[config.mk]
export PLATFORM = sky130hd
export DESIGN_NAME = log_stamp_and_query_extractor_top
export DESIGN_NICKNAME = d
export VERILOG_FILES = /design/src/lsqe_pkg.sv /design/src/log_stamp_and_query_extractor_top.sv /design/src/lsqe_parse.sv /design/src/lsqe_epoch.sv
export SDC_FILE = /design/constraint.sdc
export NUM_CORES = 2
export LEC_CHECK = 0
export BUFFER_PORTS_ARGS = -buffer_cell sky130_fd_sc_hd__buf_4
export CAP_MARGIN = 10
export CORE_MARGIN = 3
export CORE_UTILIZATION = 55
export DETAILED_ROUTE_END_ITERATION = 16
export GPL_ROUTABILITY_DRIVEN = 0
export PLACE_DENSITY = 0.78
export SKIP_CTS_REPAIR_TIMING = 1
export SLEW_MARGIN = 20
export SYNTH_ARGS = -nofsm -noshare
export SYNTH_HDL_FRONTEND = slang
export SYNTH_SLANG_ARGS = --single-unit
[constraint.sdc]
create_clock -name clk -period 11.6 [get_ports clk]
set_input_delay 3.48 -clock clk [delete_from_list [all_inputs] [get_ports clk]]
set_output_delay 3.48 -clock clk [all_outputs]
set_load 0.01 [all_outputs]
[src/lsqe_pkg.sv]
// ----------------------------------------------------------------------------
// lsqe_pkg: shared types, constants and tables
// parse phases, result kinds, character codes, calendar tables and the
// control bundle handed from the byte parser to the epoch accumulator
// ----------------------------------------------------------------------------
package lsqe_pkg;

	typedef enum logic [3:0] {
		PH_DAY    = 4'd0,
		PH_MON    = 4'd1,
		PH_YEAR   = 4'd2,
		PH_HOUR   = 4'd3,
		PH_MIN    = 4'd4,
		PH_SEC    = 4'd5,
		PH_MILLI  = 4'd6,
		PH_SEEK   = 4'd7,
		PH_DOMAIN = 4'd8,
		PH_SKIP   = 4'd9,
		PH_DONE   = 4'd10
	} phase_t;

	typedef enum logic [2:0] {
		KIND_STAMP   = 3'd0,
		KIND_CHAR    = 3'd1,
		KIND_END     = 3'd2,
		KIND_NOQUERY = 3'd3,
		KIND_BAD     = 3'd4
	} kind_t;

	// character codes
	localparam logic [7:0] CH_NUL   = 8'h00;
	localparam logic [7:0] CH_NL    = 8'h0A;
	localparam logic [7:0] CH_CR    = 8'h0D;
	localparam logic [7:0] CH_SPACE = 8'h20;
	localparam logic [7:0] CH_DASH  = 8'h2D;
	localparam logic [7:0] CH_DOT   = 8'h2E;
	localparam logic [7:0] CH_ZERO  = 8'h30;
	localparam logic [7:0] CH_NINE  = 8'h39;
	localparam logic [7:0] CH_COLON = 8'h3A;
	localparam logic [7:0] CH_Q     = 8'h71;

	// calendar limits
	localparam int         EPOCH_YEAR_I = 1970;
	localparam logic [11:0] EPOCH_YEAR  = 12'(EPOCH_YEAR_I);
	localparam logic [11:0] LAST_YEAR   = 12'd2099;
	localparam logic [8:0]  LEAP_BASE   = 9'((EPOCH_YEAR_I - 1) / 4);
	localparam logic [4:0]  DAY_MAX     = 5'd31;
	localparam logic [4:0]  FEB_LEAP    = 5'd29;
	localparam logic [3:0]  MONTH_FEB   = 4'd2;
	localparam logic [5:0]  HOUR_MAX    = 6'd23;
	localparam logic [5:0]  MINSEC_MAX  = 6'd59;
	localparam logic [2:0]  KW_LAST     = 3'd6;

	// time scales in microseconds
	localparam logic [31:0] SEC_US  = 32'd1000000;
	localparam logic [31:0] MIN_US  = SEC_US * 32'd60;
	localparam logic [31:0] HOUR_US = SEC_US * 32'd3600;
	localparam logic [51:0] DAY_US  = 52'd86400 * 52'd1000000;
	localparam logic [19:0] MS_US   = 20'd1000;

	typedef struct packed {
		logic       valid;
		kind_t      kind;
		logic [7:0] ch;
	} res_t;

	typedef struct packed {
		logic        load_days;
		logic [11:0] year;
		logic [3:0]  month;
		logic [4:0]  day;
		logic        add_hour;
		logic        add_min;
		logic        add_sec;
		logic [5:0]  tval;
		logic [9:0]  milli;
	} ep_ctl_t;

	// 1..12, 0 when the three letters name no month
	function automatic logic [3:0] month_of(input logic [23:0] w);
		logic [3:0] m;
		unique case (w)
			"Jan":   m = 4'd1;
			"Feb":   m = 4'd2;
			"Mar":   m = 4'd3;
			"Apr":   m = 4'd4;
			"May":   m = 4'd5;
			"Jun":   m = 4'd6;
			"Jul":   m = 4'd7;
			"Aug":   m = 4'd8;
			"Sep":   m = 4'd9;
			"Oct":   m = 4'd10;
			"Nov":   m = 4'd11;
			"Dec":   m = 4'd12;
			default: m = 4'd0;
		endcase
		return m;
	endfunction

	function automatic logic [8:0] days_before(input logic [3:0] m);
		logic [8:0] d;
		unique case (m)
			4'd1:    d = 9'd0;
			4'd2:    d = 9'd31;
			4'd3:    d = 9'd59;
			4'd4:    d = 9'd90;
			4'd5:    d = 9'd120;
			4'd6:    d = 9'd151;
			4'd7:    d = 9'd181;
			4'd8:    d = 9'd212;
			4'd9:    d = 9'd243;
			4'd10:   d = 9'd273;
			4'd11:   d = 9'd304;
			4'd12:   d = 9'd334;
			default: d = 9'd0;
		endcase
		return d;
	endfunction

	function automatic logic [4:0] month_len(input logic [3:0] m);
		logic [4:0] d;
		unique case (m)
			4'd2:                     d = 5'd28;
			4'd4, 4'd6, 4'd9, 4'd11: d = 5'd30;
			default:                  d = 5'd31;
		endcase
		return d;
	endfunction

	// "query: "
	function automatic logic [7:0] keyword_char(input logic [2:0] idx);
		logic [7:0] c;
		unique case (idx)
			3'd0:    c = "q";
			3'd1:    c = "u";
			3'd2:    c = "e";
			3'd3:    c = "r";
			3'd4:    c = "y";
			3'd5:    c = ":";
			3'd6:    c = " ";
			default: c = 8'h00;
		endcase
		return c;
	endfunction

endpackage

[src/log_stamp_and_query_extractor_top.sv]
// ----------------------------------------------------------------------------
// log_stamp_and_query_extractor_top: log line stamp and query extractor
// parses a leading DD-Mon-YYYY HH:MM:SS.mmm stamp into microseconds since
// 1970, then passes through the domain after "query: " one byte per item
// ----------------------------------------------------------------------------
//
//  channel | handshake          | payload
//  --------+--------------------+------------------------------------------
//  in      | in_valid/in_ready  | line_byte
//  out     | out_valid/out_ready| item_kind, epoch_micros, domain_char
//
// one byte per cycle while in_ready is high; a byte's result (if any) is
// registered in the output register, or in the skid entry if out stalls.
// the stamp value is built up field by field as the bytes arrive, so the
// last millisecond digit only adds the millisecond term. reset puts the
// parser at line start, day field, with the output empty. an output register
// plus one skid entry: a stalled out channel still lets one more byte in;
// in_ready is a register and drops only while the skid entry is full.
// ----------------------------------------------------------------------------
module log_stamp_and_query_extractor_top
	import lsqe_pkg::*;
(
	input  logic        clk,
	input  logic        arst_n,
	input  logic        in_valid,
	output logic        in_ready,
	input  logic [7:0]  line_byte,
	output logic        out_valid,
	input  logic        out_ready,
	output logic [2:0]  item_kind,
	output logic [51:0] epoch_micros,
	output logic [7:0]  domain_char
);

	logic        accept;
	res_t        res;
	ep_ctl_t     ep;
	logic [51:0] ep_micros;
	logic        res_v;
	logic        out_free;
	logic [51:0] res_micros;

	// output register and skid entry
	logic        out_valid_q;
	kind_t       out_kind_q;
	logic [51:0] out_micros_q;
	logic [7:0]  out_char_q;
	logic        sk_valid_q;
	kind_t       sk_kind_q;
	logic [51:0] sk_micros_q;
	logic [7:0]  sk_char_q;

	assign in_ready = !sk_valid_q;
	assign accept   = in_valid && in_ready;

	lsqe_parse u_parse (
		.clk       (clk),
		.arst_n    (arst_n),
		.accept    (accept),
		.line_byte (line_byte),
		.res       (res),
		.ep        (ep)
	);

	lsqe_epoch u_epoch (
		.clk    (clk),
		.ep     (ep),
		.micros (ep_micros)
	);

	// stamp value rides only on stamp items
	assign res_micros = (res.kind == KIND_STAMP) ? ep_micros : 52'd0;
	assign res_v      = accept && res.valid;
	assign out_free   = !out_valid_q || out_ready;

	// control: output slot and skid slot occupancy
	always_ff @(posedge clk or negedge arst_n) begin
		if (!arst_n) begin
			out_valid_q <= 1'b0;
			sk_valid_q  <= 1'b0;
		end else if (out_free) begin
			// skid entry drains first; no new byte was taken while it was full
			out_valid_q <= sk_valid_q || res_v;
			sk_valid_q  <= 1'b0;
		end else if (res_v) begin
			sk_valid_q <= 1'b1;
		end
	end

	// payload
	always_ff @(posedge clk) begin
		if (out_free) begin
			if (sk_valid_q) begin
				out_kind_q   <= sk_kind_q;
				out_micros_q <= sk_micros_q;
				out_char_q   <= sk_char_q;
			end else if (res_v) begin
				out_kind_q   <= res.kind;
				out_micros_q <= res_micros;
				out_char_q   <= res.ch;
			end
		end else if (res_v) begin
			sk_kind_q   <= res.kind;
			sk_micros_q <= res_micros;
			sk_char_q   <= res.ch;
		end
	end

	assign out_valid    = out_valid_q;
	assign item_kind    = out_kind_q;
	assign epoch_micros = out_micros_q;
	assign domain_char  = out_char_q;

endmodule

[src/lsqe_parse.sv]
// ----------------------------------------------------------------------------
// lsqe_parse: per-byte line parser
// stamp field checks, keyword search and domain pass-through; one byte per
// accepted item, result and epoch controls formed combinationally
// ----------------------------------------------------------------------------
module lsqe_parse
	import lsqe_pkg::*;
(
	input  logic       clk,
	input  logic       arst_n,
	input  logic       accept,
	input  logic [7:0] line_byte,
	output res_t       res,
	output ep_ctl_t    ep
);

	phase_t      phase_q, phase_d;
	logic [1:0]  dc_q, dc_d;
	logic [4:0]  day_q, day_d;
	logic [23:0] mon_q, mon_d;
	logic [11:0] year_q, year_d;
	logic [4:0]  hour_q, hour_d;
	logic [5:0]  min_q, min_d;
	logic [5:0]  sec_q, sec_d;
	logic [9:0]  milli_q, milli_d;
	logic [2:0]  kw_q, kw_d;

	logic        is_eol, is_dig;
	logic [7:0]  dsub;
	logic [3:0]  dv;
	logic [8:0]  day_nv;
	logic [3:0]  mon_code;
	logic [14:0] yr_nv;
	logic [4:0]  day_lim;
	logic [5:0]  tv, t_lim;
	logic [7:0]  t_sep;
	logic [9:0]  t_nv;
	logic [13:0] mi_nv;
	logic [7:0]  kw_c;

	logic day_dig, day_dig_ok, day_sep, mon_let, mon_sep;
	logic yr_dig_ok, yr_sep, t_dig, t_dig_ok, t_sep_ok, mi_last, kw_hit, kw_done;

	assign is_eol   = (line_byte == CH_NL) || (line_byte == CH_CR) || (line_byte == CH_NUL);
	assign is_dig   = (line_byte >= CH_ZERO) && (line_byte <= CH_NINE);
	assign dsub     = line_byte - CH_ZERO;
	assign dv       = dsub[3:0];
	assign day_nv   = 9'(day_q) * 9'd10 + 9'(dv);
	assign mon_code = month_of(mon_q);
	assign yr_nv    = 15'(year_q) * 15'd10 + 15'(dv);
	assign t_nv     = 10'(tv) * 10'd10 + 10'(dv);
	assign mi_nv    = 14'(milli_q) * 14'd10 + 14'(dv);
	assign kw_c     = keyword_char(kw_q);

	// february grows a day in years divisible by four
	always_comb begin
		day_lim = month_len(mon_code);
		if (mon_code == MONTH_FEB && year_q[1:0] == 2'd0) begin
			day_lim = FEB_LEAP;
		end
	end

	// the time field in work, its limit and its closing separator
	always_comb begin
		case (phase_q)
			PH_HOUR: begin
				tv    = {1'b0, hour_q};
				t_lim = HOUR_MAX;
				t_sep = CH_COLON;
			end
			PH_MIN: begin
				tv    = min_q;
				t_lim = MINSEC_MAX;
				t_sep = CH_COLON;
			end
			default: begin
				tv    = sec_q;
				t_lim = MINSEC_MAX;
				t_sep = CH_DOT;
			end
		endcase
	end

	assign day_dig    = is_dig && (dc_q < 2'd2);
	assign day_dig_ok = day_dig && (day_nv <= 9'(DAY_MAX));
	assign day_sep    = (line_byte == CH_DASH) && (dc_q != 2'd0) && (day_q != 5'd0);
	assign mon_let    = (line_byte != CH_DASH) && (dc_q != 2'd3);
	assign mon_sep    = (line_byte == CH_DASH) && (dc_q == 2'd3) && (mon_code != 4'd0);
	assign yr_dig_ok  = is_dig && !(year_q == 12'd0 && line_byte == CH_ZERO)
			&& (yr_nv <= 15'(LAST_YEAR));
	assign yr_sep     = (line_byte == CH_SPACE) && (year_q >= EPOCH_YEAR)
			&& (mon_code != 4'd0) && (day_q <= day_lim);
	assign t_dig      = is_dig && (dc_q < 2'd2);
	assign t_dig_ok   = t_dig && (t_nv <= 10'(t_lim));
	assign t_sep_ok   = (line_byte == t_sep) && (dc_q == 2'd2);
	assign mi_last    = (dc_q == 2'd2);
	assign kw_hit     = (line_byte == kw_c);
	assign kw_done    = kw_hit && (kw_q == KW_LAST);

	// next phase
	always_comb begin
		phase_d = phase_q;
		if (is_eol) begin
			phase_d = PH_DAY;
		end else begin
			unique case (phase_q)
				PH_DAY: begin
					if (day_dig)      phase_d = day_dig_ok ? PH_DAY : PH_SKIP;
					else if (day_sep) phase_d = PH_MON;
					else              phase_d = PH_SKIP;
				end
				PH_MON: begin
					if (mon_let)      phase_d = PH_MON;
					else if (mon_sep) phase_d = PH_YEAR;
					else              phase_d = PH_SKIP;
				end
				PH_YEAR: begin
					if (is_dig)      phase_d = yr_dig_ok ? PH_YEAR : PH_SKIP;
					else if (yr_sep) phase_d = PH_HOUR;
					else             phase_d = PH_SKIP;
				end
				PH_HOUR: begin
					if (t_dig)         phase_d = t_dig_ok ? PH_HOUR : PH_SKIP;
					else if (t_sep_ok) phase_d = PH_MIN;
					else               phase_d = PH_SKIP;
				end
				PH_MIN: begin
					if (t_dig)         phase_d = t_dig_ok ? PH_MIN : PH_SKIP;
					else if (t_sep_ok) phase_d = PH_SEC;
					else               phase_d = PH_SKIP;
				end
				PH_SEC: begin
					if (t_dig)         phase_d = t_dig_ok ? PH_SEC : PH_SKIP;
					else if (t_sep_ok) phase_d = PH_MILLI;
					else               phase_d = PH_SKIP;
				end
				PH_MILLI: begin
					if (!is_dig)      phase_d = PH_SKIP;
					else if (mi_last) phase_d = PH_SEEK;
				end
				PH_SEEK: begin
					if (kw_done) phase_d = PH_DOMAIN;
				end
				PH_DOMAIN: begin
					if (line_byte == CH_SPACE) phase_d = PH_DONE;
				end
				default: phase_d = phase_q;
			endcase
		end
	end

	// field updates, result and epoch controls
	always_comb begin
		dc_d    = dc_q;
		day_d   = day_q;
		mon_d   = mon_q;
		year_d  = year_q;
		hour_d  = hour_q;
		min_d   = min_q;
		sec_d   = sec_q;
		milli_d = milli_q;
		kw_d    = kw_q;
		res       = '{valid: 1'b0, kind: KIND_STAMP, ch: 8'h00};
		ep.load_days = 1'b0;
		ep.add_hour  = 1'b0;
		ep.add_min   = 1'b0;
		ep.add_sec   = 1'b0;
		ep.year      = year_q;
		ep.month     = mon_code;
		ep.day       = day_q;
		ep.tval      = tv;
		ep.milli     = mi_nv[9:0];
		if (is_eol) begin
			dc_d    = '0;
			day_d   = '0;
			mon_d   = '0;
			year_d  = '0;
			hour_d  = '0;
			min_d   = '0;
			sec_d   = '0;
			milli_d = '0;
			kw_d    = '0;
			// an empty line gives nothing
			if (phase_q == PH_DAY && dc_q == 2'd0) begin
				res.valid = 1'b0;
			end else if (phase_q <= PH_MILLI) begin
				res.valid = 1'b1;
				res.kind  = KIND_BAD;
			end else if (phase_q == PH_SEEK) begin
				res.valid = 1'b1;
				res.kind  = KIND_NOQUERY;
			end else if (phase_q == PH_DOMAIN) begin
				res.valid = 1'b1;
				res.kind  = KIND_END;
			end
		end else begin
			unique case (phase_q)
				PH_DAY: begin
					if (day_dig) begin
						day_d = day_nv[4:0];
						dc_d  = 2'(dc_q + 2'd1);
					end else if (day_sep) begin
						dc_d = 2'd0;
					end
				end
				PH_MON: begin
					if (mon_let) begin
						mon_d = {mon_q[15:0], line_byte};
						dc_d  = 2'(dc_q + 2'd1);
					end else if (mon_sep) begin
						dc_d = 2'd0;
					end
				end
				PH_YEAR: begin
					if (is_dig) begin
						year_d = yr_nv[11:0];
					end else if (yr_sep) begin
						dc_d         = 2'd0;
						ep.load_days = accept;
					end
				end
				PH_HOUR: begin
					if (t_dig) begin
						hour_d = t_nv[4:0];
						dc_d   = 2'(dc_q + 2'd1);
					end else if (t_sep_ok) begin
						dc_d        = 2'd0;
						ep.add_hour = accept;
					end
				end
				PH_MIN: begin
					if (t_dig) begin
						min_d = t_nv[5:0];
						dc_d  = 2'(dc_q + 2'd1);
					end else if (t_sep_ok) begin
						dc_d       = 2'd0;
						ep.add_min = accept;
					end
				end
				PH_SEC: begin
					if (t_dig) begin
						sec_d = t_nv[5:0];
						dc_d  = 2'(dc_q + 2'd1);
					end else if (t_sep_ok) begin
						dc_d       = 2'd0;
						ep.add_sec = accept;
					end
				end
				PH_MILLI: begin
					if (is_dig) begin
						milli_d = mi_nv[9:0];
						if (mi_last) begin
							dc_d      = 2'd0;
							kw_d      = 3'd0;
							res.valid = 1'b1;
							res.kind  = KIND_STAMP;
						end else begin
							dc_d = 2'(dc_q + 2'd1);
						end
					end
				end
				PH_SEEK: begin
					if (kw_hit) begin
						kw_d = kw_done ? 3'd0 : 3'(kw_q + 3'd1);
					end else begin
						kw_d = (line_byte == CH_Q) ? 3'd1 : 3'd0;
					end
				end
				PH_DOMAIN: begin
					res.valid = 1'b1;
					if (line_byte == CH_SPACE) begin
						res.kind = KIND_END;
					end else begin
						res.kind = KIND_CHAR;
						res.ch   = line_byte;
					end
				end
				default: res.valid = 1'b0;
			endcase
			// first byte that breaks the stamp grammar
			if (phase_d == PH_SKIP && phase_q != PH_SKIP) begin
				res.valid = 1'b1;
				res.kind  = KIND_BAD;
				res.ch    = 8'h00;
			end
		end
	end

	always_ff @(posedge clk or negedge arst_n) begin
		if (!arst_n) begin
			phase_q <= PH_DAY;
			dc_q    <= '0;
			day_q   <= '0;
			mon_q   <= '0;
			year_q  <= '0;
			hour_q  <= '0;
			min_q   <= '0;
			sec_q   <= '0;
			milli_q <= '0;
			kw_q    <= '0;
		end else if (accept) begin
			phase_q <= phase_d;
			dc_q    <= dc_d;
			day_q   <= day_d;
			mon_q   <= mon_d;
			year_q  <= year_d;
			hour_q  <= hour_d;
			min_q   <= min_d;
			sec_q   <= sec_d;
			milli_q <= milli_d;
			kw_q    <= kw_d;
		end
	end

endmodule

[src/lsqe_epoch.sv]
// ----------------------------------------------------------------------------
// lsqe_epoch: stamp to microseconds accumulator
// day count at the year separator, then one scaled term added per time field,
// milliseconds folded in on the last digit
// ----------------------------------------------------------------------------
module lsqe_epoch
	import lsqe_pkg::*;
(
	input  logic        clk,
	input  ep_ctl_t     ep,
	output logic [51:0] micros
);

	logic [11:0] ydiff, ym1;
	logic [9:0]  lp9;
	logic        leap_now;
	logic [15:0] days_calc;
	logic [15:0] days_q;
	logic [51:0] day_us_q;
	logic [51:0] acc_q;
	logic [31:0] tmul;
	logic [37:0] tprod;
	logic [51:0] base;
	logic [19:0] ms_prod;

	// whole days since the epoch, leap days of earlier years plus this one
	assign ydiff    = ep.year - EPOCH_YEAR;
	assign ym1      = ep.year - 12'd1;
	assign lp9      = ym1[11:2] - 10'(LEAP_BASE);
	assign leap_now = (ep.year[1:0] == 2'd0) && (ep.month > MONTH_FEB);
	assign days_calc = 16'(ydiff[7:0]) * 16'd365 + 16'(days_before(ep.month))
			+ 16'(lp9[5:0]) + 16'(leap_now) + 16'(ep.day) - 16'd1;

	always_ff @(posedge clk) begin
		if (ep.load_days) begin
			days_q <= days_calc;
		end
	end

	// free-running scale; settled well before the hour separator arrives
	always_ff @(posedge clk) begin
		day_us_q <= 52'(days_q) * DAY_US;
	end

	always_comb begin
		if (ep.add_hour)     tmul = HOUR_US;
		else if (ep.add_min) tmul = MIN_US;
		else                 tmul = SEC_US;
	end

	assign tprod = 38'(ep.tval) * 38'(tmul);
	assign base  = ep.add_hour ? day_us_q : acc_q;

	always_ff @(posedge clk) begin
		if (ep.add_hour || ep.add_min || ep.add_sec) begin
			acc_q <= base + 52'(tprod);
		end
	end

	assign ms_prod = 20'(ep.milli) * MS_US;
	assign micros  = acc_q + 52'(ms_prod);

endmodule
### Word-level counts from Yosys, hierarchy flattened

Memory sizes are Yosys's and may differ from the RTL's.
Cells that the tools add are included.

| storage, ports and cells | value |
|---|---|
| register bits after elaboration | 312 |
| memory bits (read-only) | 144 |
| input port bits | 12 |
| output and inout bits | 65 |
| logic and storage cells | 286 |
| memories | 1 |

Memories:

| name | words | bits a word | read ports | clocked after memory_dff | wr ports | line | text |
|---|---|---|---|---|---|---|---|
| (name not given) | 16 | 9 | 1 | 0 | 0 | lsqe_pkg.sv:102 | `unique case (m)` |

| operators by class | value |
|---|---|
| add/subtract/negate cells | 17 |
| multiply operators | 8 |
| order comparisons | 10 |
| equal/unequal tests | 52 |
| mux-type cells | 106 |
| bitwise gates (word level) | 1 |
| reduce and logical (&&, ||, !) cells | 70 |

Operators by type and width:

| cell | number |
|---|---|
| equality test 24 x 23 -> 1 bit (second input constant) | 12 |
| two-way mux 52 bit | 4 |
| two-way mux 4 bit | 28 |
| two-way mux 24 bit | 3 |
| adder 52 x 20 -> 52 bit | 1 |
| adder 52 x 38 -> 52 bit | 1 |
| case mux 7 bit (7 select lines) | 1 |
| two-way mux 12 bit | 4 |
| case mux 4 bit (12 select lines) | 1 |
| two-way mux 8 bit | 5 |
| multiplier 16 x 24 -> 39 bit (second input constant) | 1 |
| multiplier 6 x 32 -> 38 bit | 1 |
| two-way mux 6 bit | 6 |
| case mux 4 bit (9 select lines) | 1 |
| two-way mux 5 bit | 7 |
| two-way mux 32 bit | 1 |
| two-way mux 10 bit | 3 |
| two-way mux 3 bit | 9 |
| two-way mux 2 bit | 13 |
| two-way mux 26 bit | 1 |
| nonzero test 2 bit | 13 |
| equality test 4 x 3 -> 1 bit (second input constant) | 6 |
| equality test 8 x 6 -> 1 bit (second input constant) | 3 |
| logical AND 1 bit | 23 |
| other kinds (72) | 116 |

### Depth between registers and ports, before layout

| logic depth | value |
|---|---|
| word-level depth | 20 |
| depth in mapped cells | 33 |
| mapped depth without buffers | 32 |

### Cells and area by module

From an unflattened synthesis, not the netlist that was laid out.

| unflattened totals | value |
|---|---|
| cells, all modules | 3232 |
| area, all modules | 32640.1 sq um |

Modules (own cells, without submodules):

| module | times used | cells each | area each (sq um) | seq. area each (sq um) |
|---|---|---|---|---|
| lsqe_epoch | 1 | 2093 | 20314.5 | 2822.7 |
| lsqe_parse | 1 | 812 | 7081.8 | 1901.8 |
| log_stamp_and_query_extractor_top | 1 | 327 | 5243.8 | 3833.7 |

### Least setup slack after synthesis

Ideal clock, no wire load.

| timing | value |
|---|---|
| kind | input -> register |
| from | input port line_byte[4] |
| to | register u_epoch.acc_q[37] (data pin) |
| setup time | 0.139 ns |
| arrival | 10.327 ns |
| data required time | 11.461 ns |
| path slack | 1.134 ns |
| cell stages on the path | 26 |
| path buffers | 2 |
| cells stage by stage | clkbuf_1 -> nor2b_1 -> o2bb2ai_1 -> a221oi_1 -> or3_1 -> clkbuf_1 -> nor3_1 -> nor2_1 -> nor2_1 -> inv_1 -> fa_1 -> fa_1 -> inv_1 -> ha_1 -> fa_1 -> ha_1 -> nor3_1 -> o211ai_1 -> a221oi_1 -> o21a_1 -> a21bo_2 -> a21oi_1 -> a21oi_1 -> o21ai_0 -> or4b_2 -> nand4b_1 |

| between the ends | value |
|---|---|
| cells in the longest elaborated chain, start to end | 10 |
| elaborated cells between the ends (all ways) | 21 |
| those cells by class | add/sub (1); mul (1); order compare (2); eq/ne (3); mux (8); reduce/logical (6) |

RTL lines:

| element | line | text |
|---|---|---|
| start: declaration | log_stamp_and_query_extractor_top.sv:27 | `input logic [7:0] line_byte,` |
| greater-or-equal comparator 8 x 6 -> 1 bit, or another cell as far along | lsqe_parse.sv:45 | `assign is_dig = (line_byte >= CH_ZERO) && (line_byte <= CH_NINE);` |
| logical AND 1 bit, on equally long branches | lsqe_parse.sv:45, lsqe_parse.sv:95 |  |
| logical AND 1 bit or two-way mux 1 bit (tied branches) | lsqe_parse.sv:93, lsqe_parse.sv:226, lsqe_parse.sv:235 |  |
| two-way mux 1 bit | - |  |
| two-way mux 1 bit | lsqe_parse.sv:197 | `unique case (phase_q)` |
| two-way mux 3 bit (*) | lsqe_parse.sv:173 | `if (is_eol) begin` |
| two-way mux 26 bit | lsqe_epoch.sv:47 | `else if (ep.add_min) tmul = MIN_US;` |
| two-way mux 32 bit | lsqe_epoch.sv:46 | `if (ep.add_hour) tmul = HOUR_US;` |
| multiplier 6 x 32 -> 38 bit | lsqe_epoch.sv:51 | `assign tprod = 38'(ep.tval) * 38'(tmul);` |
| adder 52 x 38 -> 52 bit (*) | lsqe_epoch.sv:56 | `acc_q <= base + 52'(tprod);` |
| end signal: assignment | lsqe_epoch.sv:56 |  |
| end: declaration | lsqe_epoch.sv:20 | `logic [51:0] acc_q;` |

Every way passes the cells marked *; elsewhere a longest branch is shown, timed or not.
A chain may end at the register's enable or synchronous reset.

### Worst setup path in the final report

| timing | value |
|---|---|
| from | input port line_byte[2] |
| to | register out_micros_q[32] (netlist: epoch_micros[32]) (data pin) |

| between the ends | value |
|---|---|
| cells in the longest elaborated chain, start to end | 17 |
| elaborated cells between the ends (all ways) | 74 |
| those cells by class | add/sub (6); mul (1); order compare (5); eq/ne (9); mux (30); reduce/logical (23) |

RTL lines:

| element | line | text |
|---|---|---|
| parallel branches: the longest is 14 deep, another holds adder 52 x 20 -> 52 bit | - |  |
| two-way mux 52 bit (*) | log_stamp_and_query_extractor_top.sv:72 | `assign res_micros = (res.kind == KIND_STAMP) ? ep_micros : 52'd0;` |
| two-way mux 52 bit (*) | log_stamp_and_query_extractor_top.sv:97 | `end else if (res_v) begin` |
| two-way mux 52 bit (*) | log_stamp_and_query_extractor_top.sv:93 | `if (sk_valid_q) begin` |
| end signal: assignment | log_stamp_and_query_extractor_top.sv:95 | `out_micros_q <= sk_micros_q;` |
| end signal: assignment | log_stamp_and_query_extractor_top.sv:99 | `out_micros_q <= res_micros;` |
| end: declaration | log_stamp_and_query_extractor_top.sv:46 | `logic [51:0] out_micros_q;` |

Mark *: on every way between the ends. The select of a mux whose other input is x is not followed.

==> results.ini <==
[die]
die-area_mm2=0.0614
rows=88
die-width_um=248
start_util_pct=55.7
die_y_um=248
core_area_mm2=0.0578
ios=77

[drt]
vias=23839
wl_per_cell_um=17.7
via_per_inst=5.77
drt-initial-drc-count=1510
wirelength_um=73300
drcViolationCount=0
dr.pass1.iters=5
ant_nets=0

[sta]
fmax_mhz=95.3
rsz0062_at_grt=no
timing.slew.headroom_pct=26.1
slew_violations=0
skew_ns=0.0199
setup_tns_ns=0
min_period_ns=10.49
hold_viol=0
tightest_slew_ns=1.11
finalSetupViolations=0
fin_hold_ws_ns=0.476
finalCritPeriodShare_pct=90.4

[critical_path]
r2r_slack_ns=3.21
startpoint_type=input port
end_kind=register
cpMaxStageDelayCell=fa_1
slowest_delay_ns=0.55
criticalPathCategory=in2reg
worstPathRequired_ns=11.86
cp.arrival_ns=10.75
regToRegStartpoint=u_parse.phase_q[3]$_DFFE_PN0P_
cp_max_fo=14
timing.rr.end=u_epoch.acc_q[46]$_DFFE_PP_
r2r_cells=25

[final_layout]
final-seq-area_mm2=0.00856
multi_input_area_mm2=0.0214
drive_above_1_share_pct=6.86
fillers=4698
fin_nets=4062
instances_no_fill=4132
diodes=0
fin_area_mm2=0.0349
syn2layout_area_growth_pct=8.43

[placed_design]
dpl_cell_area_mm2=0.0337
hpwlAfterDp_um=57800
io_buffer_count=76
placed_cells=4068

[global_route]
antenna_found_initial=0
grt_pass1_wl_um=120000
grt_pass1_vias=23659
grt_max_degree=107
grt-ovfl-total=0
track_usage_pct=24.0

[power]
pwr-share-comb_pct=55.1
p_seq_share_pct=27.0
p_sw_mw=2.73
p_int_mw=3.90
vdd_drop_max_mv=0.205
p_per_area_mw_per_mm2=190
leakage_nw=16.6
total_power_mw=6.63
p_clk_share_pct=17.9
sw_frac_of_total_pct=41.2

[synth]
syn_area_per_cell_um2=9.82
yosysSeqAreaShare_pct=26.6
ys_warn_count=0
yosys.area.top_type_share_pct=18.8
async_flop_share_pct=25.1
synth_most_common_cell=inv_1
ys.flop_type=edfxtp_1
yosysTopAreaCell=fa_1
syn_inst=3278
syn_area_mm2=0.0322
ys_ff_latch=311
synth_edf_count=194
ys_top_cells_by_count=514 x inv_1, 406 x ha_1, 302 x fa_1
ys_types=92
synth_area_leaders=fa_1 19%, edfxtp_1 18%, ha_1 16%

[clock_tree]
clock_latency_ns=0.56
clock_tree.buffer_depth=3
clock_sinks=311
clk_pin_slew_ns=0.06
tritoncts=yes
clockRootBuffer=clkbuf_16
h-tree-depth=2
cts-buffers-inserted=36

[hold_path]
worstHoldStart=u_parse.mon_q[23]$_DFFE_PN0P_
hold_path_class=reg2reg
hold_depth=2
whs_endpoint=u_parse.mon_q[23]$_DFFE_PN0P_

[status]
status=complete, no violations

[job]
max-cap-violations=0

## power by group through the flow
stage                     registers (mW)  clock network (mW)  logic (mW)
after floorplan                     1.81                   0        2.80
after global placement              1.81                   0        3.52
after detailed placement            1.81                   0        3.63
after CTS                           1.79                1.21        3.66
after global routing                1.82                1.25        4.18
final                               1.79                1.18        3.66
## final cells by class
class | instances | area share [%]
multi-input cells | 2372 | 61.4
flip-flops and latches | 311 | 24.5
inverters | 517 | 5.56
clock buffers | 47 | 2.79
well taps | 765 | 2.74
repair buffers | 104 | 2.30
clock inverters | 16 | 0.681
## state kept, by name (all words and copies together) (netlist names), 6 cells and up
| register | count |
|---|---|
| epoch_micros | 52 |
| sk_micros_q | 52 |
| u_epoch.acc_q | 52 |
| u_epoch.day_us_q | 39 |
| u_parse.mon_q | 24 |
| u_epoch.days_q | 16 |
| u_parse.year_q | 12 |
| u_parse.milli_q | 9 |
| domain_char | 8 |
| sk_char_q | 8 |
| u_parse.min_q | 6 |
| u_parse.sec_q | 6 |
## layout by cell type, fill, tap and decap left out, types with 15 or more instances in the layout
cell / synthesis / layout
nor3_1: 101 / 101
nor4_1: 18 / 18
nand3_1: 56 / 55
and3_1: 37 / 37
edfxtp_1: 194 / 194
a21oi_1: 115 / 115
inv_1: 514 / 514
ha_1: 406 / 406
xor2_1: 82 / 82
buf_4: 5 / 103
mux2i_1: 28 / 28
nand2_1: 299 / 299
dfxtp_1: 39 / 39
a31oi_1: 18 / 18
mux2_2: 28 / 28
o41ai_1: 15 / 15
dfrtp_1: 78 / 77
and2_1: 22 / 22
o21a_1: 16 / 16
clkbuf_16: 0 / 36
fa_1: 302 / 302
a21o_1: 50 / 50
o31ai_1: 54 / 54
xnor2_1: 107 / 107
nor2b_1: 30 / 30
nand4_1: 39 / 39
nand2b_1: 34 / 34
o21ai_0: 127 / 124
nor2_1: 141 / 140
o211ai_1: 17 / 17
## worst max-delay path by stage
stage | start | cells past startpoint | end
global route | line_byte[2] | 31 | sk_micros_q[34]$_DFFE_PP_
detailed placement | line_byte[2] | 29 | epoch_micros[34]$_DFFE_PP_
finish | line_byte[2] | 31 | epoch_micros[32]$_DFFE_PP_
floorplan | line_byte[4] | 26 | u_epoch.acc_q[37]$_DFFE_PP_
global placement | line_byte[2] | 31 | epoch_micros[24]$_DFFE_PP_
CTS | line_byte[2] | 30 | epoch_micros[34]$_DFFE_PP_
## worst max-delay path, delay by kind of cell
| family | cells | cell delay (ns) |
|---|---|---|
| XOR/XNOR | 3 | 0.67 |
| buffers and inverters | 6 | 0.93 |
| adder cells (fa/ha/maj) | 7 | 3.11 |
| AO/OA/AOI/OAI | 11 | 1.69 |
| AND/OR/NAND/NOR | 4 | 0.86 |
## through the flow
step	worst slack, ns	util (%)
final	1.11	60.4
after global placement	0.811	58.2
after global routing	0.512	60.4
after floorplan	1.13	-
after detailed placement	0.573	58.2
after CTS	1.11	60.3
## per-layer routing
layer / share of wire, % / vias to the layer above / GRT usage (%) / wire length (um)
li1: - / 11358 / - / -
met1: 43 / 11578 / 31.8 / 31500
met2: 48 / 741 / 40.7 / 35200
met3: 5.6 / 162 / 3.53 / 4100
met4: 3.4 / 0 / 8.17 / 2470
met5: 0 / - / 0 / 0
## cells by family (layout without fill, tap and decap cells)
kind of cell	count (synthesis)	after routing	synth area share (%)
buf+inv	597	684	7.05
fa+ha+maj	708	708	34.6
mux	57	57	1.92
other cells	2	4	0.0233
xor+xnor	189	189	5.14
compound gates	553	553	11.5
flops	311	311	26.6
simple gates	861	861	13.2
(Power assumes the default switching activity.)
